[src/hw/rtl/i2r_pkg.sv]
// Shared constants, types and symbol tables for the Roman numeral converter.
`timescale 1ns / 1ps
`default_nettype none
package i2r_pkg;

	localparam int VALUE_W   = 12;
	localparam int DIGITS    = 4;
	localparam int BCD_W     = 4 * DIGITS;
	localparam int SYM_W     = 7;
	localparam int IN_DATA_W = 16;
	localparam int OUT_DATA_W = 8;
	localparam int COUNT_W   = $clog2(VALUE_W + 1);
	localparam logic [VALUE_W-1:0] VALUE_MAX = VALUE_W'(3999);

	localparam logic [SYM_W-1:0] SYM_NONE = 7'h00;
	localparam logic [SYM_W-1:0] SYM_M    = 7'h4D;
	localparam logic [SYM_W-1:0] SYM_D    = 7'h44;
	localparam logic [SYM_W-1:0] SYM_C    = 7'h43;
	localparam logic [SYM_W-1:0] SYM_L    = 7'h4C;
	localparam logic [SYM_W-1:0] SYM_X    = 7'h58;
	localparam logic [SYM_W-1:0] SYM_V    = 7'h56;
	localparam logic [SYM_W-1:0] SYM_I    = 7'h49;

	typedef enum logic [1:0] {
		KIND_ONE,
		KIND_FIVE,
		KIND_TEN
	} sym_kind_t;

	typedef struct packed {
		logic load;
		logic err;
	} emit_ctl_t;

	// symbols needed to write one decimal digit
	function automatic logic [2:0] digit_len(input logic [3:0] d);
		logic [2:0] n;
		case (d)
			4'd0: n = 3'd0;
			4'd1: n = 3'd1;
			4'd2: n = 3'd2;
			4'd3: n = 3'd3;
			4'd4: n = 3'd2;
			4'd5: n = 3'd1;
			4'd6: n = 3'd2;
			4'd7: n = 3'd3;
			4'd8: n = 3'd4;
			4'd9: n = 3'd2;
			default: n = 3'd0;
		endcase
		return n;
	endfunction

	// which symbol of the decade stands at step k of digit d
	function automatic sym_kind_t digit_kind(input logic [3:0] d, input logic [1:0] k);
		sym_kind_t s;
		if (d == 4'd9) begin
			s = (k == 2'd0) ? KIND_ONE : KIND_TEN;
		end else if (d == 4'd4) begin
			s = (k == 2'd0) ? KIND_ONE : KIND_FIVE;
		end else if (d >= 4'd5 && k == 2'd0) begin
			s = KIND_FIVE;
		end else begin
			s = KIND_ONE;
		end
		return s;
	endfunction

	// ASCII symbol for a decade (0 thousands .. 3 units) and kind
	function automatic logic [SYM_W-1:0] decade_sym(input logic [1:0] pos,
		input sym_kind_t kind);
		logic [SYM_W-1:0] c;
		case (pos)
			2'd0: c = SYM_M;
			2'd1: begin
				case (kind)
					KIND_ONE:  c = SYM_C;
					KIND_FIVE: c = SYM_D;
					KIND_TEN:  c = SYM_M;
					default:   c = SYM_NONE;
				endcase
			end
			2'd2: begin
				case (kind)
					KIND_ONE:  c = SYM_X;
					KIND_FIVE: c = SYM_L;
					KIND_TEN:  c = SYM_C;
					default:   c = SYM_NONE;
				endcase
			end
			2'd3: begin
				case (kind)
					KIND_ONE:  c = SYM_I;
					KIND_FIVE: c = SYM_V;
					KIND_TEN:  c = SYM_X;
					default:   c = SYM_NONE;
				endcase
			end
			default: c = SYM_NONE;
		endcase
		return c;
	endfunction

endpackage
`default_nettype wire

[src/hw/rtl/i2r_dabble.sv]
// Bit-serial binary to BCD converter, one input bit shifted in per cycle.
`timescale 1ns / 1ps
`default_nettype none
module i2r_dabble
	import i2r_pkg::*;
(
	input  wire logic               clk,
	input  wire logic               arst_n,
	input  wire logic               start,
	input  wire logic [VALUE_W-1:0] value,
	output logic                    done,
	output logic [BCD_W-1:0]        digits
);

	logic [VALUE_W-1:0] bin_q;
	logic [BCD_W-1:0]   bcd_q;
	logic [COUNT_W-1:0] cnt_q;
	logic               done_q;
	logic [BCD_W-1:0]   adj;

	// add three to every digit of five or more before the shift
	always_comb begin
		for (int i = 0; i < DIGITS; i++) begin
			adj[4*i +: 4] = (bcd_q[4*i +: 4] >= 4'd5) ? bcd_q[4*i +: 4] + 4'd3
				: bcd_q[4*i +: 4];
		end
	end

	always_ff @(posedge clk or negedge arst_n) begin
		if (!arst_n) begin
			cnt_q  <= '0;
			done_q <= 1'b0;
		end else begin
			done_q <= (cnt_q == COUNT_W'(1));
			if (start) begin
				cnt_q <= COUNT_W'(VALUE_W);
			end else if (cnt_q != '0) begin
				cnt_q <= cnt_q - COUNT_W'(1);
			end
		end
	end

	always_ff @(posedge clk) begin
		if (start) begin
			bin_q <= value;
			bcd_q <= '0;
		end else if (cnt_q != '0) begin
			bcd_q <= {adj[BCD_W-2:0], bin_q[VALUE_W-1]};
			bin_q <= {bin_q[VALUE_W-2:0], 1'b0};
		end
	end

	assign done   = done_q;
	assign digits = bcd_q;

endmodule
`default_nettype wire

[src/hw/rtl/i2r_emit.sv]
// Symbol sequencer: walks the decimal digits and emits one character per word.
`timescale 1ns / 1ps
`default_nettype none
module i2r_emit
	import i2r_pkg::*;
(
	input  wire logic                  clk,
	input  wire logic                  arst_n,
	input  wire emit_ctl_t             ctl,
	input  wire logic [BCD_W-1:0]      digits,
	output logic                       busy,
	output logic                       m_tvalid,
	input  wire logic                  m_tready,
	output logic [OUT_DATA_W-1:0]      m_tdata,
	output logic                       m_tlast,
	output logic                       m_tuser
);

	logic [BCD_W-1:0] dig_q;
	logic [1:0]       pos_q;
	logic [1:0]       step_q;
	logic             err_q;
	logic             busy_q;
	logic             valid_q;
	logic [SYM_W-1:0] sym_q;
	logic             last_q;
	logic             rerr_q;

	logic [3:0]       cur;
	logic [2:0]       len;
	logic             slot_free;
	logic             end_digit;
	logic             is_last;
	logic [SYM_W-1:0] sym;

	assign cur       = dig_q[BCD_W-1 -: 4];
	assign len       = digit_len(cur);
	assign slot_free = !valid_q || m_tready;
	assign end_digit = ({1'b0, step_q} == len - 3'd1);
	assign is_last   = end_digit && (dig_q[BCD_W-5:0] == '0);
	assign sym       = decade_sym(pos_q, digit_kind(cur, step_q));

	always_ff @(posedge clk or negedge arst_n) begin
		if (!arst_n) begin
			busy_q  <= 1'b0;
			valid_q <= 1'b0;
		end else begin
			if (ctl.load) begin
				busy_q <= 1'b1;
			end else if (busy_q && slot_free && (err_q || (len != 3'd0 && is_last))) begin
				busy_q <= 1'b0;
			end
			if (busy_q && slot_free && (err_q || len != 3'd0)) begin
				valid_q <= 1'b1;
			end else if (m_tready) begin
				valid_q <= 1'b0;
			end
		end
	end

	always_ff @(posedge clk) begin
		if (ctl.load) begin
			dig_q  <= digits;
			pos_q  <= 2'd0;
			step_q <= 2'd0;
			err_q  <= ctl.err;
		end else if (busy_q && slot_free) begin
			if (err_q) begin
				sym_q  <= SYM_NONE;
				last_q <= 1'b1;
				rerr_q <= 1'b1;
			end else if (len == 3'd0) begin
				// skip an empty decade
				dig_q <= {dig_q[BCD_W-5:0], 4'd0};
				pos_q <= pos_q + 2'd1;
			end else begin
				sym_q  <= sym;
				last_q <= is_last;
				rerr_q <= 1'b0;
				if (end_digit) begin
					dig_q  <= {dig_q[BCD_W-5:0], 4'd0};
					pos_q  <= pos_q + 2'd1;
					step_q <= 2'd0;
				end else begin
					step_q <= step_q + 2'd1;
				end
			end
		end
	end

	assign busy     = busy_q;
	assign m_tvalid = valid_q;
	assign m_tdata  = {{(OUT_DATA_W-SYM_W){1'b0}}, sym_q};
	assign m_tlast  = last_q;
	assign m_tuser  = rerr_q;

endmodule
`default_nettype wire

[src/hw/rtl/integer_to_roman_numeral.sv]
// Top level of the integer to Roman numeral converter.
//
//  channel   dir  handshake          payload
//  s_*       in   s_tvalid/s_tready  s_tdata: value[11:0], zero pad [15:12]
//  m_*       out  m_tvalid/m_tready  m_tdata: symbol[6:0], zero pad [7];
//                                    m_tlast: last; m_tuser: range_error
//
// One value at a time: accept, bit-serial BCD conversion, handoff into the
// sequencer, one character per word plus a skip step for each empty decade
// ahead of the final symbol, then back to idle. The pace is set by the
// conversion shift register and the one-character output register.
// A value out of range still passes the conversion and yields one error word.
// A stalled output holds its word and the sequencer; the next value is taken
// once the last word sits in the output register.
// Reset clears control state only; no clearing pass.
`timescale 1ns / 1ps
`default_nettype none
module integer_to_roman_numeral
	import i2r_pkg::*;
(
	input  wire logic                  clk,
	input  wire logic                  arst_n,
	input  wire logic                  s_tvalid,
	output logic                       s_tready,
	input  wire logic [IN_DATA_W-1:0]  s_tdata,   // value[11:0], pad[15:12]
	output logic                       m_tvalid,
	input  wire logic                  m_tready,
	output logic [OUT_DATA_W-1:0]      m_tdata,   // symbol[6:0], pad[7]
	output logic                       m_tlast,
	output logic                       m_tuser    // range_error
);

	typedef enum logic [1:0] {
		ST_IDLE,
		ST_CONV,
		ST_EMIT
	} state_t;

	state_t             state_q;
	logic               err_q;
	emit_ctl_t          ctl_q;
	logic               accept;
	logic [VALUE_W-1:0] value;
	logic               conv_done;
	logic [BCD_W-1:0]   digits;
	logic               emit_busy;

	assign value    = s_tdata[VALUE_W-1:0];
	assign s_tready = (state_q == ST_IDLE);
	assign accept   = s_tvalid && s_tready;

	always_ff @(posedge clk or negedge arst_n) begin
		if (!arst_n) begin
			state_q <= ST_IDLE;
			err_q   <= 1'b0;
			ctl_q   <= '0;
		end else begin
			ctl_q.load <= (state_q == ST_CONV) && conv_done;
			case (state_q)
				ST_IDLE: begin
					if (accept) begin
						err_q   <= (value == '0) || (value > VALUE_MAX);
						state_q <= ST_CONV;
					end
				end
				ST_CONV: begin
					if (conv_done) begin
						ctl_q.err  <= err_q;
						state_q    <= ST_EMIT;
					end
				end
				ST_EMIT: begin
					if (!ctl_q.load && !emit_busy) begin
						state_q <= ST_IDLE;
					end
				end
				default: state_q <= ST_IDLE;
			endcase
		end
	end

	i2r_dabble u_dabble (
		.clk    (clk),
		.arst_n (arst_n),
		.start  (accept),
		.value  (value),
		.done   (conv_done),
		.digits (digits)
	);

	i2r_emit u_emit (
		.clk      (clk),
		.arst_n   (arst_n),
		.ctl      (ctl_q),
		.digits   (digits),
		.busy     (emit_busy),
		.m_tvalid (m_tvalid),
		.m_tready (m_tready),
		.m_tdata  (m_tdata),
		.m_tlast  (m_tlast),
		.m_tuser  (m_tuser)
	);

endmodule
`default_nettype wire

[config.mk]
export PLATFORM = sky130hd
export DESIGN_NAME = integer_to_roman_numeral
export DESIGN_NICKNAME = d
export VERILOG_FILES = /design/src/hw/rtl/i2r_pkg.sv /design/src/hw/rtl/i2r_dabble.sv /design/src/hw/rtl/i2r_emit.sv /design/src/hw/rtl/integer_to_roman_numeral.sv
export SDC_FILE = /design/constraint.sdc
export NUM_CORES = 1
export LEC_CHECK = 0
export ABC_CLOCK_PERIOD_IN_PS = 3000
export BUFFER_PORTS_ARGS = -buffer_cell sky130_fd_sc_hd__buf_2
export CORE_MARGIN = 8
export CORE_UTILIZATION = 45
export CTS_BUF_LIST = sky130_fd_sc_hd__clkbuf_8
export CTS_CLUSTER_DIAMETER = 50
export DETAILED_ROUTE_END_ITERATION = 12
export HOLD_SLACK_MARGIN = 0.03
export PLACE_DENSITY = 0.59
export RECOVER_POWER = 25
export SLEW_MARGIN = 20
export SYNTH_ARGS = -nofsm -noshare
export SYNTH_HDL_FRONTEND = slang
export SYNTH_SLANG_ARGS = --single-unit
[constraint.sdc]
create_clock -name clk -period 3 [get_ports clk]
set_clock_uncertainty 0.2 [all_clocks]
set_input_delay 0.45 -clock clk [delete_from_list [all_inputs] [get_ports clk]]
set_output_delay 0.45 -clock clk [all_outputs]
set_load 0.01 [all_outputs]
# == Yosys cells after proc, flatten, opt, wreduce, memory -nomap -nowiden ==
# Memories as Yosys holds them, arrays and structs flattened. A register that Yosys moved wholly into a read port is not among the register bits.
# Cells that the tools add are included.
# op_classes
n_reduce_logical,38
n_eq_ne,16
bitwise_logic,3
n_shift,0
n_div,0
addsub,8
mux,37
multipliers,0
magnitude_cmp,6
# ops
operator,n
$mux W16,5
$pmux W7 S3,3
$pmux W7 S4,1
$logic_not A12 Y1,2
$mux W12,2
$mux W4,6
$ge A4 B3 Y1 const B,5
$mux W2,9
$reduce_and A3 Y1,5
$add A4 B2 Y4 const B,3
$gt A12 B12 Y1 const B,1
$reduce_bool A2 Y1,5
$logic_and A1 B1 Y1,9
$eq A2 B2 Y1 const B,4
$logic_not A2 Y1,4
$mux W1,8
$mux W7,1
$eq A2 B1 Y1 const B,3
$ne A2 B1 Y1 const B,3
$pmux W2 S3,1
$reduce_bool A3 Y1,2
$add A2 B1 Y2 const B,2
$eq A4 B1 Y1 const B,1
$eq A4 B3 Y1 const B,1
other kinds (13),22
# totals
output_inout_bits,12
regBits,70
rom_bits,48
latch_bits,0
inputBits,20
ramBits,0
word_cells,126
n_memories,1
# mem_list
name,depth,word_bits,rd,rd_clocked_by_memory_dff,write_ports,line_no,source
(name not given),16,3,1,1,0,i2r_pkg.sv:38,case (d)

# == Logic depth before layout (Yosys ltp) ==
# Gate-level depths: netlist of run 1.
# depth
depth_word,9
depth_mapped,6
ltp_nobuf,6

# == Cells and area by module ==
# Synthesis of run 1 repeated with hierarchy kept, for this count alone.
# unflattened
cells_unflattened,366
hier_area_um2,3865.0
# modules_own_cells
module,cells_per_inst,seq_area_each_um2,area_each_um2,instances
i2r_emit,165,940.9,1811.7,1
i2r_dabble,178,805.8,1804.2,1
integer_to_roman_numeral,23,125.1,249.0,1

# == Worst setup path after synthesis of run 1 ==
# OpenSTA, ideal clock, no wires.
# synth_path
path_kind,reg-to-reg
from,"register, netlist name u_emit.len[0]"
to,"register u_emit.last_q, in the netlist u_emit.m_tlast, enable pin"
arrival_ns,1.525
t_required_ns,2.415
setup_slack_ns,0.890
period_less_slack_ns,2.110
stages_incl_launch_ff,6
n_path_buf,0
setup_ns,0.385
path_cell_list,dfxtp_1 inv_1 ha_1 nand2b_1 o21ai_0 nor3b_1
# synth_between
elab_chain_cells,3
# synth_rtl
element,line_no,source
$logic_not A3 Y1,i2r_emit.sv:72,end else if (len == 3'd0) begin
$ne A2 B1 Y1 (no source line),n/a,
$reduce_and A3 Y1 (no source line),n/a,
to (signal assigned),i2r_emit.sv:78,last_q <= is_last;
to (decl),i2r_emit.sv:26,logic last_q;
# No other way between the ends.
# A chain may end at the register's enable or synchronous reset.

# == Final worst setup path of run 1 ==
# layout_path
from,register ctl_q[1] (netlist bit)
to,"register, netlist name u_emit.len[1]"
# layout_between
elab_chain_cells,3
elab_cells_between_ends,6
cone_classes,eq/ne (1); mux (2); reduce/logical (3)
# layout_rtl
element,line_no,source
from (decl),integer_to_roman_numeral.sv:41,emit_ctl_t ctl_q;
"$ne A2 B2 Y1 (no source line), or another cell as far along",n/a,
$reduce_and A3 Y1 (no source line),n/a,
$mux W4 (no source line) *,n/a,
# Every way passes the cells marked *; elsewhere a longest branch is shown, timed or not.

==> flow_metrics.env, run 1 <==
export IMPL_antenna_found_initial=0
export IMPL_drt_initial_drc_count=46
export IMPL_path_buf_inv=1
export IMPL_critPathCaptureType="register"
export IMPL_p_total_w=0.00424
export IMPL_initial_core_util=0.454
export IMPL_design_area_um2=4150
export IMPL_coreArea_um2=8050
export IMPL_yosysMostFrequentCell="nand2_1"
export IMPL_drc=0
export IMPL_maxCapViolCount=0
export IMPL_relSlewSlack=0.236
export IMPL_drtAntennaViolNets=0
export IMPL_yosys_area_top_type="edfxtp_1"
export IMPL_synthArstFlopShare=0.167
export IMPL_dp_slack_ps=756
export IMPL_wl_per_cell_um=13.9
export IMPL_clkLatencyLatePin_ps=350
export IMPL_dp_hpwl_um=4890
export IMPL_slew_violations=0
export IMPL_met2_usage=0.220
export IMPL_wl_um=6870
export IMPL_die_w_um=106
export IMPL_multi_input_area_um2=1630
export IMPL_avgSynthCellArea_um2=10.4
export IMPL_ys_warn_count=0
export IMPL_cp_slowest_cell="clkbuf_1"
export IMPL_crit_cells=4
export IMPL_dieArea_um2=11300
export IMPL_ir_worst_vdd_uv=489
export IMPL_worstPathMaxFanout=24
export IMPL_cts_max_path_buffers=2
export IMPL_ys_ff_latch=72
export IMPL_numCtsBuffers=9
export IMPL_fp_row_count=33
export IMPL_busiest_layer="met2"
export IMPL_finalHoldViolCount=0
export IMPL_gp_congestion=0.773
export IMPL_finalWorstPathRequiredPeriod_ps=2360
export IMPL_cp_required_ps=3030
export IMPL_grtUsageMet3=0.0309
export IMPL_synth_seq_area_share=0.512
export IMPL_powerDensity_nw_per_um2=1020
export IMPL_synthToLayoutAreaGrowth_pct=13.4
export IMPL_rsz0062_at_grt="false"
export IMPL_ys_types=53
export IMPL_synthTopCellsByCount="nand2_1, edfxtp_1, inv_1, dfxtp_1, nor2_1"
export IMPL_fin_ws_ps=641
export IMPL_slowest_delay_ps=840
export IMPL_ctsResizeCount=0
export IMPL_port_buffers=25
export IMPL_yosys_top_cells_area="edfxtp_1, dfxtp_1, dfrtp_1"
export IMPL_post_route_period_util=0.786
export IMPL_fmax_ghz=0.424
export IMPL_crit_arrival_ps=2380
export IMPL_die_h_um=106
export IMPL_final_setup_viol_count=0
export IMPL_grt_max_degree=25
export IMPL_nets=424
export IMPL_clk_pin_slew_ps=80
export IMPL_hp_class="primary input to register"
export IMPL_clock_sinks=72
export IMPL_vias=2557
export IMPL_grt_pass1_wl_um=12000
export IMPL_hold_path_cell_count=3
export IMPL_synth_edf_count=37
export IMPL_crit_type="register to register"
export IMPL_diodes=0
export IMPL_fillers=750
export IMPL_setup_tns_ps=0
export IMPL_path_cells="clkbuf_1 -> mux2i_1 -> o32ai_1 -> mux2_1"
export IMPL_viasPerCell=5.17
export IMPL_grt_usage=0.131
export IMPL_status="finished, final reports clean"
export IMPL_syn_area_um2=3660
export IMPL_io_pins=32
export IMPL_ff_latch_area_um2=1870
export IMPL_ctsHtreeMaxLevel=3
export IMPL_ff2ff_path_depth=4
export IMPL_power_leakage_nw=1.74
export IMPL_tightest_slew_ps=1150
export IMPL_first_pass_iters=4
export IMPL_cts_tree="built"
export IMPL_use_met1=0.158
export IMPL_synth_top_area_share=0.304
export IMPL_drive_gt1_frac=0.172
export IMPL_start_kind="register"
export IMPL_syn_inst=353
export IMPL_clockRootBuffer="clkbuf_8"
export IMPL_synthFlopType="edfxtp_1"
export IMPL_grt_pass1_vias=2652
export IMPL_cp_top_family="buffers and inverters"
export IMPL_grt_overflow=0
export IMPL_dpl_cell_area_um2=3890
==> cell families (layout without fill, tap and decap cells) <==
kind of cell,Yosys count,in the layout,share of synthesized area
buffers and inverters,36,72,0.0431
and+or+nand+nor,131,131,0.175
other,1,2,0.00103
AOI/OAI and AO/OA,59,59,0.107
adders and majority gates,19,19,0.0650
muxes,22,22,0.0661
xor gates and xnor gates,13,13,0.0311
DFF,72,72,0.512
==> where the power goes <==
group	internal, W	switching (W)	total, W	leakage (nW)
clock network	0.000597	0.000361	0.000957	0.126
logic	0.000700	0.000833	0.00153	0.910
registers	0.00149	0.000260	0.00175	0.706
total	0.00278	0.00145	0.00424	1.74
==> layout make-up <==
cell class,count,area share
Sequential cell,72,0.452
Multi-Input combinational cell,246,0.393
Timing Repair Buffer,30,0.0386
Inverter,26,0.0235
Clock buffer,11,0.0365
Clock inverter,5,0.0248
Tap cell,105,0.0317
==> timing repair <==
action / CTS / global route
endpoints found under the hold margin: 12 / 0
buffers inserted: 0 / 0
hold buffers: 1 / 0
==> worst reg2reg max path, cell delays in order (launching register included) <==
cell	delay [ps]
dfrtp_1	340
clkbuf_1	840
mux2i_1	450
o32ai_1	120
mux2_1	290
==> metrics by stage <==
stage | hold WS, ps | cells | util
floorplan | -45.6 | 354 | -
CTS | 171 | 495 | 0.515
global placement | 141 | 478 | 0.483
global route | 180 | 495 | 0.515
detailed placement | 144 | 478 | 0.483
finish | 183 | 495 | 0.515
==> sequential cells by signal (all words and copies together), names as in the netlist <==
signal           count
u_emit.m_tuser       1
u_emit.len           3
u_dabble.digits     16
u_emit.err_q         1
u_emit.sym_q         6
state_q              2
u_dabble.bin_q      12
u_emit.step_q        2
u_emit.pos_q         2
err_q                1
u_emit.dig_q        16
u_dabble.cnt_q       4
u_emit.busy          1
ctl_q                2
u_emit.m_tvalid      1
u_emit.m_tlast       1
u_dabble.done        1
==> placed cells by master (no fill, tap or decap), types with 7 or more instances in the layout <==
cell type,n
dfrtp_1,12
nor4_1,7
ha_1,19
nand3_1,12
nand2_1,55
xnor2_1,8
edfxtp_1,37
mux2i_1,8
nor2_1,22
clkbuf_8,11
nand2b_1,8
mux2_2,12
inv_1,26
o21ai_0,16
a21oi_1,17
buf_2,24
dfxtp_1,23
a22o_1,8
==> worst paths after layout <==
| kind | start | end | slack [ps] |
|---|---|---|---|
| setup / recovery | ctl_q[1]$_DFF_PN0_ | u_emit.len[1]$_DFF_P_ | 640 |
| hold reg to reg | ctl_q[0]$_DFFE_PN0P_ | u_emit.err_q$_DFFE_PP_ | 250 |
| min in group asynchronous | arst_n | u_emit.m_tvalid$_DFFE_PN0P_ | 430 |
| setup reg to reg | ctl_q[1]$_DFF_PN0_ | u_emit.len[1]$_DFF_P_ | 640 |
| hold / removal | s_tdata[1] | u_dabble.bin_q[1]$_DFFE_PP_ | 180 |
| max in group asynchronous | arst_n | u_dabble.cnt_q[2]$_DFFE_PN0P_ | 1740 |
==> routing by layer <==
| metal | vias to the layer above | routed length (µm) |
|---|---|---|
| met5 | - | 0 |
| met4 | 0 | 110 |
| met3 | 10 | 221 |
| met2 | 46 | 3360 |
| met1 | 1206 | 3180 |
| li1 | 1295 | - |
Note: power is estimated with default switching activity, not from simulation.
==> run 2, diff against run 1 <==
--- a/config.mk
+++ b/config.mk
@@ -5,7 +5,7 @@
 export SDC_FILE = /design/constraint.sdc
 export NUM_CORES = 1
 export LEC_CHECK = 0
-export ABC_CLOCK_PERIOD_IN_PS = 3000
+export ABC_CLOCK_PERIOD_IN_PS = 2260
 export BUFFER_PORTS_ARGS = -buffer_cell sky130_fd_sc_hd__buf_2
 export CORE_MARGIN = 8
 export CORE_UTILIZATION = 45
==> constraint.sdc (replaced) <==
create_clock -name clk -period 2.26 [get_ports clk]
set_clock_uncertainty 0.2 [all_clocks]
set_input_delay 0.339 -clock clk [delete_from_list [all_inputs] [get_ports clk]]
set_output_delay 0.339 -clock clk [all_outputs]
set_load 0.01 [all_outputs]
==> flow_metrics.env, run 2 (synthesis gave the netlist of run 1 again) <==
export IMPL_crit_arrival_ps=2090
export IMPL_maxCapViolCount=0
export IMPL_port_buffers=25
export IMPL_clkLatencyLatePin_ps=350
export IMPL_worstPathMaxFanout=11
export IMPL_clockRootBuffer="clkbuf_8"
export IMPL_initial_core_util=0.454
export IMPL_crit_type="register to register"
export IMPL_grt_pass1_vias=2636
export IMPL_viasPerCell=5.17
export IMPL_final_common_cell="nand2_1"
export IMPL_cts_tree="built"
export IMPL_whs_ps=77.0
export IMPL_final_cells=500
export IMPL_critPathCaptureType="register"
export IMPL_first_pass_iters=4
export IMPL_dpl_cell_count=483
export IMPL_status="finished, final reports clean"
export IMPL_relSlewSlack=0.555
export IMPL_reg2reg_to="u_emit.len[1]$_DFF_P_"
export IMPL_p_sw_w=0.00194
export IMPL_sw_frac_of_total=0.354
export IMPL_finalWorstPathRequiredPeriod_ps=2060
export IMPL_diodes=0
export IMPL_gp_congestion=0.796
export IMPL_grt_max_degree=25
export IMPL_cts_max_path_buffers=2
export IMPL_power_internal_w=0.00354
export IMPL_wl_um=6940
export IMPL_fp_row_count=33
export IMPL_final_setup_viol_count=0
export IMPL_power_frac_comb=0.377
export IMPL_setup_tns_ps=0
export IMPL_rrSetupSlack_ps=200
export IMPL_r2r_start="ctl_q[1]$_DFF_PN0_"
export IMPL_nets=429
export IMPL_grt_usage=0.131
export IMPL_whs_endpoint="u_dabble.bin_q[1]$_DFFE_PP_"
export IMPL_wl_per_cell_um=13.9
export IMPL_drive_gt1_frac=0.162
export IMPL_hold_path_cell_count=3
export IMPL_clock_sinks=72
export IMPL_drc=0
export IMPL_grt_pass1_wl_um=12100
export IMPL_final_cell_mix="nand2_1, edfxtp_1, inv_1"
export IMPL_dpl_cell_area_um2=3940
export IMPL_start_kind="register"
export IMPL_synthToLayoutAreaGrowth_pct=13.2
export IMPL_rsz0062_at_grt="false"
export IMPL_powerDensity_nw_per_um2=1330
export IMPL_antenna_found_initial=0
export IMPL_drtAntennaViolNets=0
export IMPL_io_pins=32
export IMPL_dp_hpwl_um=4950
export IMPL_ff2ff_path_depth=5
export IMPL_clk_pin_slew_ps=80
export IMPL_vias=2587
export IMPL_tightest_slew_ps=668
export IMPL_cp_required_ps=2290
export IMPL_dieArea_um2=11300
export IMPL_power_leakage_nw=1.74
export IMPL_die_w_um=106
export IMPL_grt_overflow=0
export IMPL_die_h_um=106
export IMPL_fmax_ghz=0.485
export IMPL_cts_setup_buffers=0
export IMPL_design_area_um2=4140
export IMPL_ctsHtreeMaxLevel=3
export IMPL_seqPwrFrac=0.425
export IMPL_finalHoldViolCount=0
export IMPL_drt_initial_drc_count=73
export IMPL_post_route_period_util=0.913
export IMPL_hp_start="s_tdata[1]"
export IMPL_ir_worst_vdd_uv=522
export IMPL_pwr_share_clk=0.198
export IMPL_hp_class="primary input to register"
export IMPL_coreArea_um2=8050
export IMPL_slew_violations=0
export IMPL_numCtsBuffers=9
==> run 2: cell count changes in the layout (fill, tap and decap cells not counted), sizes merged <==
| cell | before | now |
|---|---|---|
| bufinv | 3 | 2 |
| clkinv | 1 | 4 |
| buf | 27 | 25 |
| inv | 26 | 27 |
| clkbuf | 13 | 18 |
| clkinvlp | 1 | 0 |
==> run 2: cell type report <==
type	instances	area [µm²]
Tap cell	105	131
Clock buffer	9	124
Sequential cell	72	1870
Inverter	26	97.6
Timing Repair Buffer	35	196
Multi-Input combinational cell	246	1630
Clock inverter	7	87.6
Fill cell	727	3910
==> run 2: what timing repair did <==
action,4_1_cts,5_1_grt
hold buffers,1,0
setup endpoints to repair,0,0
gates resized for setup,0,0
hold endpoints to repair,12,0
==> run 2: metrics by stage <==
| step | total power [W] | utilization | worst slack [ps] |
|---|---|---|---|
| 2_1_floorplan | 0.00389 | - | 150 |
| 3_3_place_gp | 0.00438 | 0.489 | 299 |
| 3_5_place_dp | 0.00444 | 0.489 | 270 |
| 4_1_cts | 0.00555 | 0.516 | 237 |
| 5_1_grt | 0.00593 | 0.514 | 77.8 |
| 6_report | 0.00549 | 0.514 | 197 |
==> run 2: worst max path at each step <==
stage	slack, ps	startpoint	to
2_1_floorplan	150	u_emit.len[0]$_SDFF_PN0_	u_emit.m_tlast$_SDFFCE_PP1P_
3_3_place_gp	300	u_emit.len[0]$_SDFF_PN0_	u_emit.dig_q[1]$_SDFFCE_PN0N_
3_5_place_dp	270	u_emit.len[0]$_SDFF_PN0_	u_emit.dig_q[5]$_DFFE_PN_
4_1_cts	240	u_emit.len[0]$_SDFF_PN0_	u_emit.dig_q[0]$_SDFFCE_PN0N_
5_1_grt	80	ctl_q[1]$_DFF_PN0_	u_emit.len[1]$_DFF_P_
6_report	200	ctl_q[1]$_DFF_PN0_	u_emit.len[1]$_DFF_P_
==> run 2: power groups by stage <==
stage	combinational, W	clock, W	sequential (W)
2_1_floorplan	0.00162	0	0.00227
3_3_place_gp	0.00204	0	0.00234
3_5_place_dp	0.00209	0	0.00235
4_1_cts	0.00211	0.00111	0.00233
5_1_grt	0.00236	0.00116	0.00241
6_report	0.00207	0.00109	0.00233
==> run 2: routing by layer <==
metal / global-route usage / vias up / share of wire
met3: 0.0242 / 11 / 0.028
met2: 0.212 / 46 / 0.48
met5: 0 / - / 0
li1: - / 1308 / -
met4: 0.0744 / 0 / 0.018
met1: 0.162 / 1222 / 0.48
==> run 2: worst max-delay path: stages (launching register included) <==
cell and delay, ps:
dfrtp_1 520, clkbuf_1 480, nand2b_1 210, o32a_1 170
o32ai_1 80, mux2_1 290
==> run 3, diff against run 2 <==
--- a/config.mk
+++ b/config.mk
@@ -7,13 +7,15 @@
 export LEC_CHECK = 0
 export ABC_CLOCK_PERIOD_IN_PS = 2260
 export BUFFER_PORTS_ARGS = -buffer_cell sky130_fd_sc_hd__buf_2
+export CELL_PAD_IN_SITES_DETAIL_PLACEMENT = 0
+export CELL_PAD_IN_SITES_GLOBAL_PLACEMENT = 1
 export CORE_MARGIN = 8
 export CORE_UTILIZATION = 45
 export CTS_BUF_LIST = sky130_fd_sc_hd__clkbuf_8
 export CTS_CLUSTER_DIAMETER = 50
 export DETAILED_ROUTE_END_ITERATION = 12
 export HOLD_SLACK_MARGIN = 0.03
-export PLACE_DENSITY = 0.59
+export PLACE_DENSITY = 0.73
 export RECOVER_POWER = 25
 export SLEW_MARGIN = 20
 export SYNTH_ARGS = -nofsm -noshare
==> flow_metrics.env, run 3 (synthesis gave the netlist of run 1 again) <==
export IMPL_hp_class="primary input to register"
export IMPL_clkLatencyLatePin_ps=340
export IMPL_grt_pass1_wl_um=11800
export IMPL_clock_sinks=72
export IMPL_slew_violations=0
export IMPL_clockRootBuffer="clkbuf_8"
export IMPL_fp_row_count=33
export IMPL_fmax_ghz=0.495
export IMPL_die_h_um=106
export IMPL_drt_initial_drc_count=56
export IMPL_cp_slowest_cell="or4_1"
export IMPL_drive_gt1_frac=0.162
export IMPL_worstPathMaxFanout=7
export IMPL_numCtsBuffers=9
export IMPL_tightest_slew_ps=651
export IMPL_final_cell_mix="nand2_1, edfxtp_1, inv_1"
export IMPL_port_buffers=25
export IMPL_clk_pin_slew_ps=80
export IMPL_drtAntennaViolNets=0
export IMPL_first_pass_iters=4
export IMPL_finalHoldViolCount=0
export IMPL_rrSetupSlack_ps=240
export IMPL_critPathCaptureType="register"
export IMPL_crit_type="register to register"
export IMPL_die_w_um=106
export IMPL_status="finished, final reports clean"
export IMPL_drt_met1_wl_um=3310
export IMPL_io_pins=32
export IMPL_gp_congestion=0.783
export IMPL_cts_tree="built"
export IMPL_wl_per_cell_um=13.9
export IMPL_setup_tns_ps=0
export IMPL_cts_hold_buffers=1
export IMPL_rsz0062_at_grt="false"
export IMPL_grt_max_degree=25
export IMPL_maxCapViolCount=0
export IMPL_diodes=0
export IMPL_ctsResizeCount=0
export IMPL_final_common_cell="nand2_1"
export IMPL_final_setup_viol_count=0
export IMPL_whs_ps=73.2
export IMPL_vias=2546
export IMPL_path_cells="inv_1 -> ha_1 -> nand2_1 -> o22ai_1 -> or4_1 -> o211ai_1"
export IMPL_antenna_found_initial=0
export IMPL_finalWorstPathRequiredPeriod_ps=2020
export IMPL_dpl_cell_area_um2=3930
export IMPL_viasPerCell=5.10
export IMPL_coreArea_um2=8050
export IMPL_ir_worst_vdd_uv=454
export IMPL_relSlewSlack=0.566
export IMPL_initial_core_util=0.454
export IMPL_top_layer="met4"
export IMPL_design_area_um2=4140
export IMPL_grt_pass1_vias=2536
export IMPL_wl_um=6930
export IMPL_dieArea_um2=11300
export IMPL_crit_arrival_ps=2000
export IMPL_dp_hpwl_um=5020
export IMPL_power_leakage_nw=1.73
export IMPL_synthToLayoutAreaGrowth_pct=13.1
export IMPL_grt_overflow=0
export IMPL_wl_met2_um=3340
export IMPL_start_kind="register"
export IMPL_slowest_delay_ps=560
export IMPL_powerDensity_nw_per_um2=1320
export IMPL_met3_length_um=191
export IMPL_grt_usage=0.129
export IMPL_drc=0
export IMPL_cts_setup_buffers=0
export IMPL_ctsHtreeMaxLevel=3
export IMPL_cts_max_path_buffers=2
export IMPL_nets=428
export IMPL_cp_required_ps=2240
export IMPL_post_route_period_util=0.894
## run 3: metal layers
metal  vias up  global-route usage
li1       1300                   -
met1      1207               0.163
met2        31               0.208
met3         8              0.0339
met4         0              0.0492
met5         -                   0
## run 3: final timing paths
path	start	end	depth (start not counted)
worst max-delay path	u_emit.step_q[0]$_SDFFE_PP0P_	u_emit.sym_q[1]$_SDFFCE_PP0P_	6
worst min-delay path	s_tdata[1]	u_dabble.bin_q[1]$_DFFE_PP_	3
worst max register to register	u_emit.step_q[0]$_SDFFE_PP0P_	u_emit.sym_q[1]$_SDFFCE_PP0P_	6
worst min register to register	ctl_q[0]$_DFFE_PN0P_	u_emit.err_q$_DFFE_PP_	0
max in group asynchronous	arst_n	u_dabble.cnt_q[1]$_DFFE_PN0P_	2
min in group asynchronous	arst_n	u_emit.m_tvalid$_DFFE_PN0P_	2
## run 3: cell type report
type,instances,area [µm²]
clock inverters,7,87.6
flip-flops and latches,72,1870
well taps,105,131
inverters,26,97.6
clock buffers,9,124
multi-input cells,246,1630
fillers,772,3920
repair buffers,34,194
## run 3: power by group
group | switching, W | internal [W] | total (W)
combinational | 0.00110 | 0.000959 | 0.00206
clock | 0.000480 | 0.000612 | 0.00109
sequential | 0.000353 | 0.00197 | 0.00233
## run 3: worst max-delay path: cells and delay by family (launching register included)
kind / cells / cell delay [ps]
AO/OA/AOI/OAI: 2 / 270
flip-flops: 1 / 360
AND/OR/NAND/NOR: 2 / 660
buffers and inverters: 1 / 70
adder cells (fa/ha/maj): 1 / 290
## run 3: metrics by stage
stage	utilization	total power (W)	setup slack, ps	cells
final	0.514	0.00547	241	499
after global routing	0.514	0.00591	119	499
after CTS	0.515	0.00555	242	499
after detailed placement	0.488	0.00444	261	482
after global placement	0.488	0.00437	299	482
after floorplan	-	0.00389	150	354
